<file path="config.mk">
export PLATFORM = sky130hd
export DESIGN_NAME = weighted_random_selector_unit
export DESIGN_NICKNAME = d
export VERILOG_FILES = /design/src/rtl/wrs_pkg.sv /design/src/rtl/weighted_random_selector_unit.sv /design/src/rtl/wrs_ctrl.sv /design/src/rtl/wrs_datapath.sv
export VERILOG_INCLUDE_DIRS = /design/src /design/src/rtl
export SDC_FILE = /design/constraint.sdc
export NUM_CORES = 1
export LEC_CHECK = 0
export ABC_AREA = 1
export ABC_CLOCK_PERIOD_IN_PS = 6600
export BUFFER_PORTS_ARGS = -buffer_cell sky130_fd_sc_hd__buf_2
export CORE_MARGIN = 2
export CORE_UTILIZATION = 40
export CTS_CLUSTER_SIZE = 24
export DETAILED_ROUTE_END_ITERATION = 10
export REMOVE_ABC_BUFFERS = 1
export SYNTH_ARGS = -nofsm -noshare
export SYNTH_HDL_FRONTEND = slang
export SYNTH_SLANG_ARGS = --single-unit
export TNS_END_PERCENT = 5
</file>
<file path="constraint.sdc">
create_clock -name clk -period 6.6 [get_ports clk]
set_input_delay 0.99 -clock clk [delete_from_list [all_inputs] [get_ports clk]]
set_output_delay 0.99 -clock clk [all_outputs]
set_load 0.02 [all_outputs]
</file>
<file path="src/rtl/weighted_random_selector_unit_defines.svh">
// ----------------------------------------------------------------------------
// Weighted random selector unit: assertion macros
// Concurrent assertion wrappers shared by the selector's RTL files.
// ----------------------------------------------------------------------------
`ifndef WEIGHTED_RANDOM_SELECTOR_UNIT_DEFINES_SVH
`define WEIGHTED_RANDOM_SELECTOR_UNIT_DEFINES_SVH

`ifndef SYNTHESIS

// Property must hold at every clock edge outside reset.
`define WRS_ASSERT(lbl, ck, rst_n, prop) \
	lbl: assert property (@(posedge ck) disable iff (!rst_n) prop) \
	else $error("weighted_random_selector_unit: assertion failed");

// Expression must never be true outside reset.
`define WRS_ASSERT_NEVER(lbl, ck, rst_n, expr) \
	lbl: assert property (@(posedge ck) disable iff (!rst_n) !(expr)) \
	else $error("weighted_random_selector_unit: forbidden condition seen");

`else

`define WRS_ASSERT(lbl, ck, rst_n, prop)
`define WRS_ASSERT_NEVER(lbl, ck, rst_n, expr)

`endif

`endif

</file>
<file path="src/rtl/wrs_pkg.sv">
// ----------------------------------------------------------------------------
// Weighted random selector: package
// Payload types, codes and controller/datapath interface structs.
// ----------------------------------------------------------------------------
package wrs_pkg;

	// Default configuration
	localparam int MAX_ENTRIES_DEF  = 8;
	localparam int WEIGHT_BITS_DEF  = 16;

	// Fixed field widths
	localparam int MODE_BITS        = 2;
	localparam int RND_BITS         = 16;
	localparam int OUTCOME_BITS     = 2;
	localparam int STATUS_BITS      = 3;
	localparam int INDEX_BITS       = 3;
	localparam int COUNT_BITS       = 4;
	localparam int CFG_INDEX_BITS   = 2;
	localparam int CFG_DATA_BITS    = 64;
	localparam int WEIGHT_FIELD     = 16;
	localparam int ENTRIES_PER_WORD = CFG_DATA_BITS / WEIGHT_FIELD;

	// Register indexes
	localparam logic [CFG_INDEX_BITS-1:0] REG_ENTRY_COUNT  = 2'd0;
	localparam logic [CFG_INDEX_BITS-1:0] REG_WEIGHTS_LOW  = 2'd1;
	localparam logic [CFG_INDEX_BITS-1:0] REG_WEIGHTS_HIGH = 2'd2;

	// Request modes
	localparam logic [MODE_BITS-1:0] MODE_PICK   = 2'd0;
	localparam logic [MODE_BITS-1:0] MODE_REPORT = 2'd1;
	localparam logic [MODE_BITS-1:0] MODE_ABORT  = 2'd2;

	// Outcomes
	localparam logic [OUTCOME_BITS-1:0] OC_RUNNING  = 2'd0;
	localparam logic [OUTCOME_BITS-1:0] OC_SUCCESS  = 2'd1;
	localparam logic [OUTCOME_BITS-1:0] OC_FAILURE  = 2'd2;
	localparam logic [OUTCOME_BITS-1:0] OC_RESERVED = 2'd3;

	// Result status codes
	localparam logic [STATUS_BITS-1:0] ST_PICKED      = 3'd0;
	localparam logic [STATUS_BITS-1:0] ST_NO_ENTRIES  = 3'd1;
	localparam logic [STATUS_BITS-1:0] ST_ZERO_WEIGHT = 3'd2;
	localparam logic [STATUS_BITS-1:0] ST_REPORTED    = 3'd3;
	localparam logic [STATUS_BITS-1:0] ST_ABORTED     = 3'd4;
	localparam logic [STATUS_BITS-1:0] ST_NO_ABORT    = 3'd5;

	typedef struct packed {
		logic [MODE_BITS-1:0]    mode;
		logic [RND_BITS-1:0]     random_fraction;
		logic [OUTCOME_BITS-1:0] entry_outcome;
	} req_t;

	typedef struct packed {
		logic [STATUS_BITS-1:0]  status;
		logic [INDEX_BITS-1:0]   entry_index;
		logic [OUTCOME_BITS-1:0] outcome;
	} rsp_t;

	// Kind of result the datapath forms on an emit command
	typedef enum logic [2:0] {
		EK_NO_ENTRIES,
		EK_HELD,
		EK_ZERO,
		EK_DRAW,
		EK_REPORT,
		EK_ABORT
	} emit_kind_t;

	typedef struct packed {
		logic       load_req;
		logic       clr_scan;
		logic       sum_step;
		logic       load_thr;
		logic       scan_step;
		logic       emit;
		emit_kind_t emit_kind;
	} dp_cmd_t;

	typedef struct packed {
		logic [MODE_BITS-1:0] mode;
		logic                 n_zero;
		logic                 run_hit;
		logic                 last;
		logic                 total_zero;
		logic                 scan_hit;
	} dp_sts_t;

endpackage

</file>
<file path="src/rtl/weighted_random_selector_unit.sv">
// ----------------------------------------------------------------------------
// Weighted random selector unit
// Weighted lottery over up to MAX_ENTRIES entries with hold, report and abort.
// ----------------------------------------------------------------------------
// A request is taken at the clock edge where start is high and busy is low.
// Its result appears on result for one cycle with done high; the receiver
// must take it then, since the unit cannot be held off. Report, abort, a pick
// that returns the held entry and a pick with no entries are answered from
// the decode state alone. For a drawing pick over n entries in use, one
// shared adder walks the weights once to form the total and once more to
// find the threshold entry, with the threshold multiply state in between. A
// zero total ends the pick after the first pass. Configuration writes take
// effect at once; they are to be made only while the unit is idle, which the
// unit itself does not enforce.
// ----------------------------------------------------------------------------
module weighted_random_selector_unit #(
	parameter int MAX_ENTRIES = wrs_pkg::MAX_ENTRIES_DEF,
	parameter int WEIGHT_BITS = wrs_pkg::WEIGHT_BITS_DEF
) (
	input  logic                               clk,
	input  logic                               arst_n,
	input  logic                               cfg_we,
	input  logic [wrs_pkg::CFG_INDEX_BITS-1:0] cfg_index,
	input  logic [wrs_pkg::CFG_DATA_BITS-1:0]  cfg_wdata,
	input  logic                               start,
	input  wrs_pkg::req_t                      request,
	output logic                               busy,
	output logic                               done,
	output wrs_pkg::rsp_t                      result
);

	wrs_pkg::dp_cmd_t cmd;
	wrs_pkg::dp_sts_t sts;

	wrs_ctrl u_ctrl (
		.clk    (clk),
		.arst_n (arst_n),
		.start  (start),
		.sts    (sts),
		.cmd    (cmd),
		.busy   (busy)
	);

	wrs_datapath #(
		.MAX_ENTRIES (MAX_ENTRIES),
		.WEIGHT_BITS (WEIGHT_BITS)
	) u_datapath (
		.clk       (clk),
		.arst_n    (arst_n),
		.cfg_we    (cfg_we),
		.cfg_index (cfg_index),
		.cfg_wdata (cfg_wdata),
		.request   (request),
		.cmd       (cmd),
		.sts       (sts),
		.done      (done),
		.result    (result)
	);

endmodule

</file>
<file path="src/rtl/wrs_ctrl.sv">
// ----------------------------------------------------------------------------
// Weighted random selector: controller
// Sequences request decode, the weight sum pass and the threshold scan pass.
// ----------------------------------------------------------------------------
`include "weighted_random_selector_unit_defines.svh"

module wrs_ctrl (
	input  logic              clk,
	input  logic              arst_n,
	input  logic              start,
	input  wrs_pkg::dp_sts_t  sts,
	output wrs_pkg::dp_cmd_t  cmd,
	output logic              busy
);

	typedef enum logic [2:0] {
		S_IDLE,
		S_DECODE,
		S_SUM,
		S_MUL,
		S_SCAN
	} state_t;

	state_t state_q;
	state_t state_d;

	always_ff @(posedge clk or negedge arst_n) begin
		if (!arst_n) begin
			state_q <= S_IDLE;
		end else begin
			state_q <= state_d;
		end
	end

	assign busy = (state_q != S_IDLE);

	always_comb begin
		cmd     = '0;
		state_d = state_q;
		unique case (state_q)
			S_IDLE: begin
				if (start) begin
					cmd.load_req = 1'b1;
					state_d      = S_DECODE;
				end
			end
			S_DECODE: begin
				state_d = S_IDLE;
				unique case (sts.mode)
					wrs_pkg::MODE_PICK: begin
						priority if (sts.n_zero) begin
							cmd.emit      = 1'b1;
							cmd.emit_kind = wrs_pkg::EK_NO_ENTRIES;
						end else if (sts.run_hit) begin
							cmd.emit      = 1'b1;
							cmd.emit_kind = wrs_pkg::EK_HELD;
						end else begin
							cmd.clr_scan = 1'b1;
							state_d      = S_SUM;
						end
					end
					wrs_pkg::MODE_REPORT: begin
						cmd.emit      = 1'b1;
						cmd.emit_kind = wrs_pkg::EK_REPORT;
					end
					wrs_pkg::MODE_ABORT: begin
						cmd.emit      = 1'b1;
						cmd.emit_kind = wrs_pkg::EK_ABORT;
					end
					// reserved mode: drop without a result
					default: begin
						state_d = S_IDLE;
					end
				endcase
			end
			S_SUM: begin
				cmd.sum_step = 1'b1;
				if (sts.last) begin
					state_d = S_MUL;
				end
			end
			S_MUL: begin
				if (sts.total_zero) begin
					cmd.emit      = 1'b1;
					cmd.emit_kind = wrs_pkg::EK_ZERO;
					state_d       = S_IDLE;
				end else begin
					cmd.load_thr = 1'b1;
					state_d      = S_SCAN;
				end
			end
			S_SCAN: begin
				cmd.scan_step = 1'b1;
				if (sts.scan_hit || sts.last) begin
					cmd.emit      = 1'b1;
					cmd.emit_kind = wrs_pkg::EK_DRAW;
					state_d       = S_IDLE;
				end
			end
			default: begin
				state_d = S_IDLE;
			end
		endcase
	end

	`WRS_ASSERT(a_single_strobe, clk, arst_n, cmd.emit |=> !cmd.emit)
	`WRS_ASSERT(a_start_decodes, clk, arst_n, (start && !busy) |=> (state_q == S_DECODE))
	`WRS_ASSERT_NEVER(a_walk_nonempty, clk, arst_n, (state_q == S_SUM || state_q == S_SCAN) && sts.n_zero)

endmodule

</file>
<file path="src/rtl/wrs_datapath.sv">
// ----------------------------------------------------------------------------
// Weighted random selector: datapath
// Configuration registers, selection state, shared weight adder, threshold
// multiplier and result register.
// ----------------------------------------------------------------------------
`include "weighted_random_selector_unit_defines.svh"

module wrs_datapath #(
	parameter int MAX_ENTRIES = wrs_pkg::MAX_ENTRIES_DEF,
	parameter int WEIGHT_BITS = wrs_pkg::WEIGHT_BITS_DEF
) (
	input  logic                                 clk,
	input  logic                                 arst_n,
	input  logic                                 cfg_we,
	input  logic [wrs_pkg::CFG_INDEX_BITS-1:0]   cfg_index,
	input  logic [wrs_pkg::CFG_DATA_BITS-1:0]    cfg_wdata,
	input  wrs_pkg::req_t                        request,
	input  wrs_pkg::dp_cmd_t                     cmd,
	output wrs_pkg::dp_sts_t                     sts,
	output logic                                 done,
	output wrs_pkg::rsp_t                        result
);

	localparam int IDX_W  = $clog2(MAX_ENTRIES);
	localparam int CNT_W  = $clog2(MAX_ENTRIES + 1);
	localparam int TOT_W  = WEIGHT_BITS + CNT_W;
	localparam int PROD_W = wrs_pkg::RND_BITS + TOT_W;

	// Configuration
	logic [wrs_pkg::COUNT_BITS-1:0] count_q;
	logic [WEIGHT_BITS-1:0]         weight_q [MAX_ENTRIES];

	// Selection state
	logic             running_valid_q;
	logic [IDX_W-1:0] running_index_q;
	logic             last_valid_q;
	logic [IDX_W-1:0] last_index_q;
	logic [IDX_W-1:0] chosen_q;
	logic             done_q;

	// Working registers
	wrs_pkg::req_t    req_q;
	logic [TOT_W-1:0] acc_q;
	logic [TOT_W-1:0] thr_q;
	logic [IDX_W-1:0] idx_q;
	wrs_pkg::rsp_t    result_q;

	logic [CNT_W-1:0]                  n;
	logic                              elig;
	logic [TOT_W-1:0]                  sum;
	logic [PROD_W-1:0]                 product;
	logic                              run_hit;
	logic                              scan_hit;
	logic [IDX_W-1:0]                  fallback_idx;
	logic [IDX_W-1:0]                  draw_idx;
	logic [wrs_pkg::OUTCOME_BITS-1:0]  oc_norm;
	wrs_pkg::rsp_t                     rsp_d;

	always_ff @(posedge clk or negedge arst_n) begin
		if (!arst_n) begin
			count_q <= '0;
			for (int i = 0; i < MAX_ENTRIES; i++) begin
				weight_q[i] <= '0;
			end
		end else if (cfg_we) begin
			unique case (cfg_index)
				wrs_pkg::REG_ENTRY_COUNT: begin
					count_q <= cfg_wdata[wrs_pkg::COUNT_BITS-1:0];
				end
				wrs_pkg::REG_WEIGHTS_LOW: begin
					for (int i = 0; i < MAX_ENTRIES; i++) begin
						if (i < wrs_pkg::ENTRIES_PER_WORD) begin
							weight_q[i] <= cfg_wdata[(i % wrs_pkg::ENTRIES_PER_WORD) *
								wrs_pkg::WEIGHT_FIELD +: WEIGHT_BITS];
						end
					end
				end
				wrs_pkg::REG_WEIGHTS_HIGH: begin
					for (int i = 0; i < MAX_ENTRIES; i++) begin
						if (i >= wrs_pkg::ENTRIES_PER_WORD) begin
							weight_q[i] <= cfg_wdata[(i % wrs_pkg::ENTRIES_PER_WORD) *
								wrs_pkg::WEIGHT_FIELD +: WEIGHT_BITS];
						end
					end
				end
				default: begin
				end
			endcase
		end
	end

	// Saturate the entry count
	assign n = (count_q > wrs_pkg::COUNT_BITS'(MAX_ENTRIES)) ? CNT_W'(MAX_ENTRIES)
		: count_q[CNT_W-1:0];

	// The entry served last sits out the draw when two or more are in use
	assign elig = !(last_valid_q && (n > CNT_W'(1)) && (last_index_q == idx_q));
	assign sum  = acc_q + (elig ? TOT_W'(weight_q[idx_q]) : '0);

	assign product  = PROD_W'(req_q.random_fraction) * PROD_W'(acc_q);
	assign run_hit  = running_valid_q && (CNT_W'(running_index_q) < n);
	assign scan_hit = elig && (sum >= thr_q);

	assign fallback_idx = (last_valid_q && (last_index_q == '0) && (n > CNT_W'(1)))
		? IDX_W'(1) : '0;
	assign draw_idx = scan_hit ? idx_q : fallback_idx;

	assign oc_norm = (req_q.entry_outcome == wrs_pkg::OC_RESERVED) ? wrs_pkg::OC_FAILURE
		: req_q.entry_outcome;

	always_comb begin
		sts            = '0;
		sts.mode       = req_q.mode;
		sts.n_zero     = (n == '0);
		sts.run_hit    = run_hit;
		sts.last       = (CNT_W'(idx_q) == n - CNT_W'(1));
		sts.total_zero = (acc_q == '0);
		sts.scan_hit   = scan_hit;
	end

	always_comb begin
		rsp_d         = '0;
		rsp_d.outcome = wrs_pkg::OC_RUNNING;
		unique case (cmd.emit_kind)
			wrs_pkg::EK_NO_ENTRIES: begin
				rsp_d.status = wrs_pkg::ST_NO_ENTRIES;
			end
			wrs_pkg::EK_HELD: begin
				rsp_d.status      = wrs_pkg::ST_PICKED;
				rsp_d.entry_index = wrs_pkg::INDEX_BITS'(running_index_q);
			end
			wrs_pkg::EK_ZERO: begin
				rsp_d.status = wrs_pkg::ST_ZERO_WEIGHT;
			end
			wrs_pkg::EK_DRAW: begin
				rsp_d.status      = wrs_pkg::ST_PICKED;
				rsp_d.entry_index = wrs_pkg::INDEX_BITS'(draw_idx);
			end
			wrs_pkg::EK_REPORT: begin
				rsp_d.status      = wrs_pkg::ST_REPORTED;
				rsp_d.entry_index = wrs_pkg::INDEX_BITS'(chosen_q);
				rsp_d.outcome     = oc_norm;
			end
			wrs_pkg::EK_ABORT: begin
				if (run_hit) begin
					rsp_d.status      = wrs_pkg::ST_ABORTED;
					rsp_d.entry_index = wrs_pkg::INDEX_BITS'(running_index_q);
				end else begin
					rsp_d.status = wrs_pkg::ST_NO_ABORT;
				end
			end
			default: begin
				rsp_d.status = wrs_pkg::ST_NO_ABORT;
			end
		endcase
	end

	// Selection state and result strobe
	always_ff @(posedge clk or negedge arst_n) begin
		if (!arst_n) begin
			running_valid_q <= 1'b0;
			running_index_q <= '0;
			last_valid_q    <= 1'b0;
			last_index_q    <= '0;
			chosen_q        <= '0;
			done_q          <= 1'b0;
		end else begin
			done_q <= cmd.emit;
			if (cmd.emit) begin
				unique case (cmd.emit_kind)
					wrs_pkg::EK_HELD: begin
						chosen_q <= running_index_q;
					end
					wrs_pkg::EK_DRAW: begin
						chosen_q <= draw_idx;
					end
					wrs_pkg::EK_REPORT: begin
						if (oc_norm == wrs_pkg::OC_RUNNING) begin
							running_valid_q <= 1'b1;
							running_index_q <= chosen_q;
						end else begin
							running_valid_q <= 1'b0;
							last_valid_q    <= 1'b1;
							last_index_q    <= chosen_q;
						end
					end
					wrs_pkg::EK_ABORT: begin
						if (run_hit) begin
							running_valid_q <= 1'b0;
						end
					end
					default: begin
					end
				endcase
			end
		end
	end

	// Working registers and result payload
	always_ff @(posedge clk) begin
		if (cmd.load_req) begin
			req_q <= request;
		end
		if (cmd.clr_scan || cmd.load_thr) begin
			acc_q <= '0;
			idx_q <= '0;
		end else if (cmd.sum_step || cmd.scan_step) begin
			acc_q <= sum;
			idx_q <= idx_q + IDX_W'(1);
		end
		if (cmd.load_thr) begin
			thr_q <= product[wrs_pkg::RND_BITS +: TOT_W];
		end
		if (cmd.emit) begin
			result_q <= rsp_d;
		end
	end

	assign done   = done_q;
	assign result = result_q;

	`WRS_ASSERT(a_run_from_report, clk, arst_n, $rose(running_valid_q) |-> $past(cmd.emit && (cmd.emit_kind == wrs_pkg::EK_REPORT)))

endmodule

</file>
-- After elaboration in Yosys (flattened, before gate mapping)
Cells that the tools add are included.
- register bits: 218
- input bits: 90
- output and inout port bits: 10
- logic and storage cells: 126
- $add $sub $neg: 3
- $mul: 1
- magnitude comparators: 5
- equality and inequality tests: 20
- muxes and demuxes: 40
- bitwise logic cells: 2
- reductions and logical operators: 30
- operator list (cell ; count):
    $bmux W16 S3 ; 1
    $mux W16 ; 3
    $mul A16 B20 Y36 ; 1
    $pmux W3 S5 ; 2
    $pmux W4 S3 ; 2
    $mux W3 ; 7
    $add A20 B20 Y20 ; 1
    $ge A20 B20 Y1 ; 1
    $logic_not A20 Y1 ; 1
    $mux W4 ; 5
    $mux W1 ; 14
    $eq A3 B2 Y1 const B ; 4
    $pmux W3 S4 ; 1
    $reduce_and A3 Y1 ; 4
    $eq A3 B3 Y1 const B ; 3
    $logic_not A3 Y1 ; 3
    $reduce_and A2 Y1 ; 4
    $eq A2 B2 Y1 const B ; 3
    $eq A3 B1 Y1 const B ; 2
    $logic_and A1 B1 Y1 ; 6
    $logic_not A2 Y1 ; 3
    $mux W2 ; 3
    $ne A2 B1 Y1 const B ; 3
    $pmux W3 S2 ; 1
    19 further kinds ; 23

-- Depth between registers and ports, before layout
Gate-level depths: netlist (run 1).
- word-level depth: 15
- depth in mapped cells: 37
- gate-level depth less buffers: 36

-- By module
A second synthesis (run 1) with hierarchy kept.
- cell total of the unflattened synthesis: 2776
- area total of the unflattened synthesis: 21703.3 um^2
- by module, submodules not included (module ; times used ; cells an instance ; area each (um^2)):
    wrs_datapath ; 1 ; 2725 ; 21398.0
    wrs_ctrl ; 1 ; 51 ; 305.3

-- Worst setup path before layout (run 1)
No wires, ideal clock.
- kind: register to register
- start point: register u_datapath.acc_q[6]
- end point: register u_datapath.thr_q[14] (data pin)
- arrival: 5328 ps
- required time: 6348 ps
- slack: 1020 ps
- cell stages (with the launch flop): 26
- clock period less this slack: 5580 ps
- cell sequence: dfxtp_1 > clkbuf_1 > clkbuf_1 > nand2_1 > fa_1 > inv_1 > fa_1 > inv_1 > fa_1 > fa_1 > inv_1 > fa_1 > inv_1 > fa_1 > inv_1 > ha_1 > a21oi_1 > o21ai_0 > a21oi_1 > nand2_1 > a21boi_1 > o21bai_1 > nand2_1 > nand2_1 > nand2_1 > nand2_1
- word-level cells in the longest chain between the ends: 1
- ends and longest elaborated chain (item ; RTL line ; RTL):
    start: declaration ; wrs_datapath.sv:43 ; logic [TOT_W-1:0] acc_q;
    start signal: assignment ; wrs_datapath.sv:208 ; acc_q <= sum;
    $mul A16 B20 Y36 ; wrs_datapath.sv:100 ; assign product = PROD_W'(req_q.random_fraction) * PROD_W'(acc_q);
    named net u_datapath.product[30] ; wrs_datapath.sv:51 ; logic [PROD_W-1:0] product;
    end signal: assignment ; wrs_datapath.sv:212 ; thr_q <= product[wrs_pkg::RND_BITS +: TOT_W];
    end: declaration ; wrs_datapath.sv:44 ; logic [TOT_W-1:0] thr_q;
The timed path passes the listed nets, and every way through them passes these cells.
A chain may end at the register's enable or synchronous reset.

-- Worst setup path in the final report (run 1)
- start point: register u_datapath.req_q[3] in the netlist's numbering
- end point: register u_datapath.thr_q[18] (data pin)
- word-level cells in the longest chain between the ends: 1
- ends and longest elaborated chain (item ; RTL line ; RTL):
    start: declaration ; wrs_datapath.sv:42 ; wrs_pkg::req_t req_q;
    start signal: assignment ; wrs_datapath.sv:202 ; req_q <= request;
    $mul A16 B20 Y36 ; wrs_datapath.sv:100 ;
    named net u_datapath.product[34] ; wrs_datapath.sv:51 ;
The timed path passes the listed nets, and every way through them passes these cells.

==> impl_metrics.csv, run 1 <==
group,metric,value,unit
route,via_per_inst,4.996,
finish,multi_input_area,0.01316,mm^2
logic_synthesis,synth_flop_cell,"dfrtp_1",
finish,nets,3177,
clocking,cts.htree.levels,1,
clocking,clkTransAtPathRegs,0.06,ns
floorplanning,die_width,234.8,um
worst_setup_path,reg2reg_to,"u_datapath.thr_q[18]$_DFFE_PP_",
timing,slew_headroom,30.22,%
global_routing,grt_pass1_wl,91.81,mm
route,first_iter_violations,1130,
logic_synthesis,avgSynthCellArea,8.053,um^2
logic_synthesis,ys_seq_elements,218,
floorplanning,start_util,40.47,%
global_routing,antenna_found_initial,0,
logic_synthesis,synth_top_area_cell,"fa_1",
timing,tns,0,ns
timing,worst_pin_slew,1.047,ns
finish,final_layout_size_suffix_gt1_share,8.164,%
clocking,cts_buffers,25,
logic_synthesis,synth_area_leaders,"fa_1, dfrtp_1, nand2_1",
logic_synthesis,synth_top_cell_area_share,23.49,%
worst_setup_path,r2r-start,"u_datapath.req_q[3]$_DFFE_PP_",
logic_synthesis,synthMuxAreaShare,0,%
floorplanning,io-pin-count,100,
timing,rsz0062_at_grt,"false",
worst_setup_path,reg2reg_slack,0.50,ns
route,avgRoutedWirePerCell,16.21,um
timing,period_share,92.36,%
finish,seq_area,0.005582,mm^2
floorplanning,fp.dieH,234.8,um
place,gp_congestion,0.9192,
timing,setup_viol,0,
logic_synthesis,synth_area,0.02131,mm^2
clocking,cts_buffer_depth,3,
global_routing,grt_usage,20.39,%
logic_synthesis,yosys.cell_types.count,55,
clocking,root_buffer,"clkbuf_16",
timing,period_minus_slack,6.096,ns
min_path,min_path_type,"in2async",
worst_setup_path,cp.required,6.92,ns
logic_synthesis,yosysWarnings,0,
worst_setup_path,worstPathArrival,6.42,ns
logic_synthesis,synthCells,2646,
worst_setup_path,critPathSlowestCell,"edfxtp_1",
logic_synthesis,synth_common_cells,"nand2_1, inv_1, fa_1, o21ai_0, nor2_1",
floorplanning,die-area,0.05513,mm^2
finish,stdcell_count,3395,
outcome,outcome,"complete, no violations",
timing,slew_violations,0,
route,drtAntennaViolNets,0,
timing,fmax,164.0,MHz
flow_run,cap_violations,0,
logic_synthesis,synth-async-reset-ratio,67.43,%
place,placed_cells,3349,
clocking,post_cts_buffers,0,
finish,diodes,0,
clocking,cts_sinks,218,
logic_synthesis,synth-simple-area-share,17.63,%
worst_setup_path,critPathKind,"reg2reg",
route,drt-total-wl,55.04,mm
worst_setup_path,cp-start-kind,"flip-flop",
route,vias,16960,
place,numPortBuffers,99,
place,post-dp-hpwl,43.27,mm
logic_synthesis,yosysMostFrequentCell,"nand2_1",
clocking,cts_tree,"built",
worst_setup_path,path_cells,"nand2_1 > fa_1 > inv_1 > fa_1 > inv_1 > fa_1 > fa_1 > inv_1 > fa_1 > inv_1 > fa_1 > inv_1 > ha_1 > a21oi_1 > o21ai_0 > a21oi_1 > nand2_1 > a21boi_1 > o21ai_1 > nand2_1 > nand2_1 > nand2_1 > nand2_1",
floorplanning,row_count,84,
clocking,insertion_delay,0.56,ns
logic_synthesis,synth_compound_area_share,10.21,%
global_routing,grt_pass1_vias,17860,
logic_synthesis,synth-xor-area-share,1.556,%
worst_setup_path,crit_fanout,19,
route,drt_first_pass_iters,5,
global_routing,grt_max_degree,117,
worst_setup_path,critPathCaptureType,"flip-flop",
logic_synthesis,synth-edff-count,48,
logic_synthesis,synthAdderAreaFrac,32.24,%
clocking,cts_resized,0,
route,drcViolationCount,0,
global_routing,grt_overflow_total,0,
worst_setup_path,r2r_cells,23,
finish,num-fill-cells,5259,
finish,syn_to_final_growth,9.278,%
worst_setup_path,worst_path_largest_cell_delay,0.81,ns
timing,skew,0.01647,ns
timing,hold_viol_final,0,
floorplanning,fp.coreArea,0.05266,mm^2
logic_synthesis,yosysSeqAreaShare,26.19,%
clocking,ctsHoldBuffers,0,
logic_synthesis,synth_top_family_by_area,"adder cells",
-- final cells by class --
| cell class | count | area share, % |
|---|---|---|
| clock inverters | 10 | 0.3815 |
| clock buffers | 36 | 2.907 |
| repair buffers | 145 | 3.638 |
| inverters | 551 | 8.888 |
| well taps | 688 | 3.697 |
| flip-flops and latches | 218 | 23.97 |
| multi-input cells | 1747 | 56.52 |
-- through the flow --
step	setup slack (ns)	area (um^2)	util, %	hold WS [ns]
6_report	0.5042	23280	44.22	0.4803
2_1_floorplan	1.135	20780	-	0.4412
3_5_place_dp	0.5338	22520	42.77	0.4678
4_1_cts	0.5241	23280	44.22	0.4827
3_3_place_gp	0.5569	22520	42.77	0.4636
5_1_grt	0.1485	23280	44.22	0.5046
-- layout by cell type, fill, tap and decap left out, types with 9 or more instances in the layout --
master / count
nor2_1: 171
clkbuf_1: 10
dfrtp_1: 147
inv_1: 544
o21ai_1: 14
ha_1: 149
xor2_1: 22
nand2_1: 658
buf_2: 98
dfxtp_1: 22
clkbuf_16: 25
fa_1: 250
o21ai_0: 236
edfxtp_1: 48
o221ai_1: 30
nand3_1: 37
a21oi_1: 72
xnor2_1: 14
buf_4: 46
nand4_1: 9
nor3_1: 11
-- sequential cells by signal, summed over array words and instances, names as in the netlist --
register / cells
u_datapath.thr_q: 20
u_datapath.running_index_q: 3
u_datapath.chosen_q: 3
u_ctrl.state_q: 3
u_datapath.last_valid_q: 1
u_datapath.done: 1
u_datapath.req_q: 18
u_datapath.last_index_q: 3
u_datapath.running_valid_q: 1
u_datapath.acc_q: 20
u_datapath.weight_q: 128
u_datapath.result: 8
u_datapath.count_q: 4
u_datapath.idx_q: 3
u_datapath.sts: 2
-- worst max path at each step --
stage                                                start                        endpoint  slack, ns  cells after the start
after floorplan           u_datapath.idx_q[0]$_SDFFE_PP0P_  u_datapath.result[2]$_DFFE_PN_       1.13                     26
after global routing         u_datapath.req_q[3]$_DFFE_PP_  u_datapath.thr_q[18]$_DFFE_PP_       0.15                     23
final                        u_datapath.req_q[3]$_DFFE_PP_  u_datapath.thr_q[18]$_DFFE_PP_       0.50                     23
after detailed placement     u_datapath.req_q[3]$_DFFE_PP_  u_datapath.thr_q[18]$_DFFE_PP_       0.53                     23
after global placement       u_datapath.req_q[3]$_DFFE_PP_  u_datapath.thr_q[18]$_DFFE_PP_       0.56                     23
after CTS                    u_datapath.req_q[3]$_DFFE_PP_  u_datapath.thr_q[18]$_DFFE_PP_       0.52                     23
-- per-layer routing --
layer / vias to the layer above / global-route usage (%) / routed length, um
met1: 8329 / 27.40 / 24320
met2: 391 / 35.42 / 27220
met3: 74 / 1.880 / 2268
li1: 8168 / - / -
met4: 0 / 5.159 / 1224
met5: - / 0 / 0
-- worst max-delay path: cells and delay by family (launching register included) --
family | cells | cell delay, ns
adder cells (fa/ha/maj) | 7 | 3.36
AND/OR/NAND/NOR | 6 | 0.56
buffers and inverters | 5 | 0.25
flip-flops | 1 | 0.81
AO/OA/AOI/OAI | 5 | 0.86
-- cell families after synthesis --
kind of cell             count (synthesis)
adder cells (fa/ha/maj)                399
buffers and inverters                  681
AO/OA/AOI/OAI                          389
AND/OR/NAND/NOR                        922
XOR/XNOR                                37
flip-flops                             218
Power of run 1 is not shown: default switching activity piles up to over one toggle a cycle in this logic, so the estimate is an artifact.
==> run 2: changes to the inputs <==
--- a/config.mk
+++ b/config.mk
@@ -13,6 +13,7 @@
 export CORE_UTILIZATION = 40
 export CTS_CLUSTER_SIZE = 24
 export DETAILED_ROUTE_END_ITERATION = 10
+export GPL_TIMING_DRIVEN = 0
 export REMOVE_ABC_BUFFERS = 1
 export SYNTH_ARGS = -nofsm -noshare
 export SYNTH_HDL_FRONTEND = slang
==> run 2 against run 1 <==
Compared with the run above: register-to-register slack got worse by 0.25 ns; die area unchanged; cell count is 1.1% lower.
==> impl_metrics.csv, run 2 (synthesis results as in run 1) <==
group,metric,value,unit
outcome,outcome,"complete, no violations",
finish,syn_to_final_growth,8.744,%
floorplanning,fp.dieH,234.8,um
finish,utilization,44.00,%
route,first_iter_violations,944,
timing,setup_viol,0,
clocking,cts_tree,"built",
timing,slew_headroom,25.07,%
route,via_per_inst,5.039,
clocking,clkTransAtPathRegs,0.06,ns
timing,period_minus_slack,6.345,ns
global_routing,grt_overflow_total,0,
finish,fin_area,0.02317,mm^2
finish,diodes,0,
route,drcViolationCount,0,
route,drt_first_pass_iters,6,
floorplanning,die-area,0.05513,mm^2
clocking,cts_buffer_depth,3,
timing,period_share,96.13,%
timing,fmax,157.6,MHz
global_routing,grt_pass1_wl,88.67,mm
finish,regMostFlops,"u_datapath.weight_q",
clocking,cts_buffers,23,
global_routing,grt_max_degree,90,
finish,final_layout_size_suffix_gt1_share,7.871,%
place,numPortBuffers,99,
worst_setup_path,crit_fanout,20,
floorplanning,io-pin-count,100,
place,placed_area,0.02232,mm^2
floorplanning,die_width,234.8,um
timing,slew_violations,0,
worst_setup_path,worstPathArrival,6.64,ns
place,post-dp-hpwl,39.15,mm
finish,num-fill-cells,5126,
floorplanning,fp.coreArea,0.05266,mm^2
global_routing,grt_pass1_vias,17630,
clocking,cts.htree.levels,1,
worst_setup_path,cp.required,6.89,ns
global_routing,antenna_found_initial,0,
floorplanning,row_count,84,
timing,worst_pin_slew,1.122,ns
place,gp_congestion,0.8792,
min_path,min_path_type,"in2async",
finish,layout_commonest_cell,"nand2_1",
clocking,insertion_delay,0.56,ns
finish,largest_reg_flops,128,
worst_setup_path,critPathCaptureType,"flip-flop",
clocking,cts_sinks,218,
route,vias,16910,
timing,skew,0.02023,ns
global_routing,grt_usage,19.41,%
route,drt-total-wl,52.70,mm
finish,final_cell_mix,"nand2_1, inv_1, fa_1",
clocking,root_buffer,"clkbuf_16",
worst_setup_path,critPathKind,"reg2reg",
flow_run,cap_violations,0,
route,avgRoutedWirePerCell,15.70,um
timing,hold_viol_final,0,
finish,nets,3140,
worst_setup_path,cp-start-kind,"flip-flop",
finish,reg_top3,"u_datapath.weight_q x128, u_datapath.acc_q x20, u_datapath.thr_q x20",
route,drtAntennaViolNets,0,
floorplanning,start_util,40.47,%
[run 2: cell types whose count changed in the layout (fill, tap and decap cells not counted), sizes merged]
cell and delta:
buf -36, clkbuf -9, inv -1, clkinvlp +5
bufinv +2
[run 2: worst paths after layout]
check | start | to | slack [ns] | cells past startpoint
worst min register to register | u_datapath.weight_q[120]$_DFFE_PN0P_ | u_datapath.weight_q[120]$_DFFE_PN0P_ | 0.48 | 2
worst max register to register | u_datapath.req_q[5]$_DFFE_PP_ | u_datapath.thr_q[14]$_DFFE_PP_ | 0.26 | 23
max in group asynchronous | arst_n | u_datapath.weight_q[58]$_DFFE_PN0P_ | 5.33 | 2
worst min-delay path | arst_n | u_datapath.done$_DFF_PN0_ | 0.44 | 1
worst max-delay path | u_datapath.req_q[5]$_DFFE_PP_ | u_datapath.thr_q[14]$_DFFE_PP_ | 0.26 | 23
min in group clk | u_datapath.weight_q[120]$_DFFE_PN0P_ | u_datapath.weight_q[120]$_DFFE_PN0P_ | 0.48 | 2
[run 2: final cells by class]
type | count | area (um^2) | area share [%]
clock buffers | 27 | 600.6 | 2.592
repair inverters | 1 | 5.005 | 0.02160
clock inverters | 15 | 175.2 | 0.7560
flip-flops and latches | 218 | 5599 | 24.16
multi-input cells | 1747 | 13170 | 56.82
inverters | 551 | 2074 | 8.953
repair buffers | 109 | 689.4 | 2.975
well taps | 688 | 860.8 | 3.715
[run 2: critical path, stage by stage (launching register included)]
cell and delay (ns):
edfxtp_1 0.97, nand2_1 0.16, fa_1 0.52, inv_1 0.06, fa_1 0.53, inv_1 0.05, fa_1 0.47, fa_1 0.54
inv_1 0.06, fa_1 0.49, inv_1 0.06, fa_1 0.48, inv_1 0.04, ha_1 0.30, a21oi_1 0.15, o21ai_0 0.10
a21oi_1 0.13, nand2_1 0.14, a21boi_1 0.36, o21bai_1 0.16, nand2_1 0.13, nand2_1 0.06, nand2_1 0.05, nand2_1 0.06
[run 2: what timing repair did]
| item | 4_1_cts | 5_1_grt |
|---|---|---|
| gates resized for setup | 2 | 15 |
| endpoints found under the setup margin | 9 | 17 |
| hold buffers | 0 | 0 |
| setup buffers | 2 | 2 |
| cloned | 1 | 0 |
| endpoints found under the hold margin | 0 | 0 |
[run 2: routing by layer]
layer	up-vias	share of wire (%)	track usage, %
li1	8084	-	-
met1	8347	44	25.17
met2	400	50	34.74
met3	80	4.2	1.950
met4	0	2.0	4.718
met5	-	0	0
[run 2: through the flow]
step	TNS, ns	cells	hold slack [ns]	worst slack (ns)
floorplan	0	2516	0.4412	1.135
global placement	-21.49	3303	0.4619	-1.072
detailed placement	-0.1105	3309	0.4675	-0.03355
CTS	0	3354	0.4438	0.03249
global route	-0.005246	3356	0.4794	-0.005246
finish	0	3356	0.4400	0.2554
Power of run 2 is left out for the same reason.
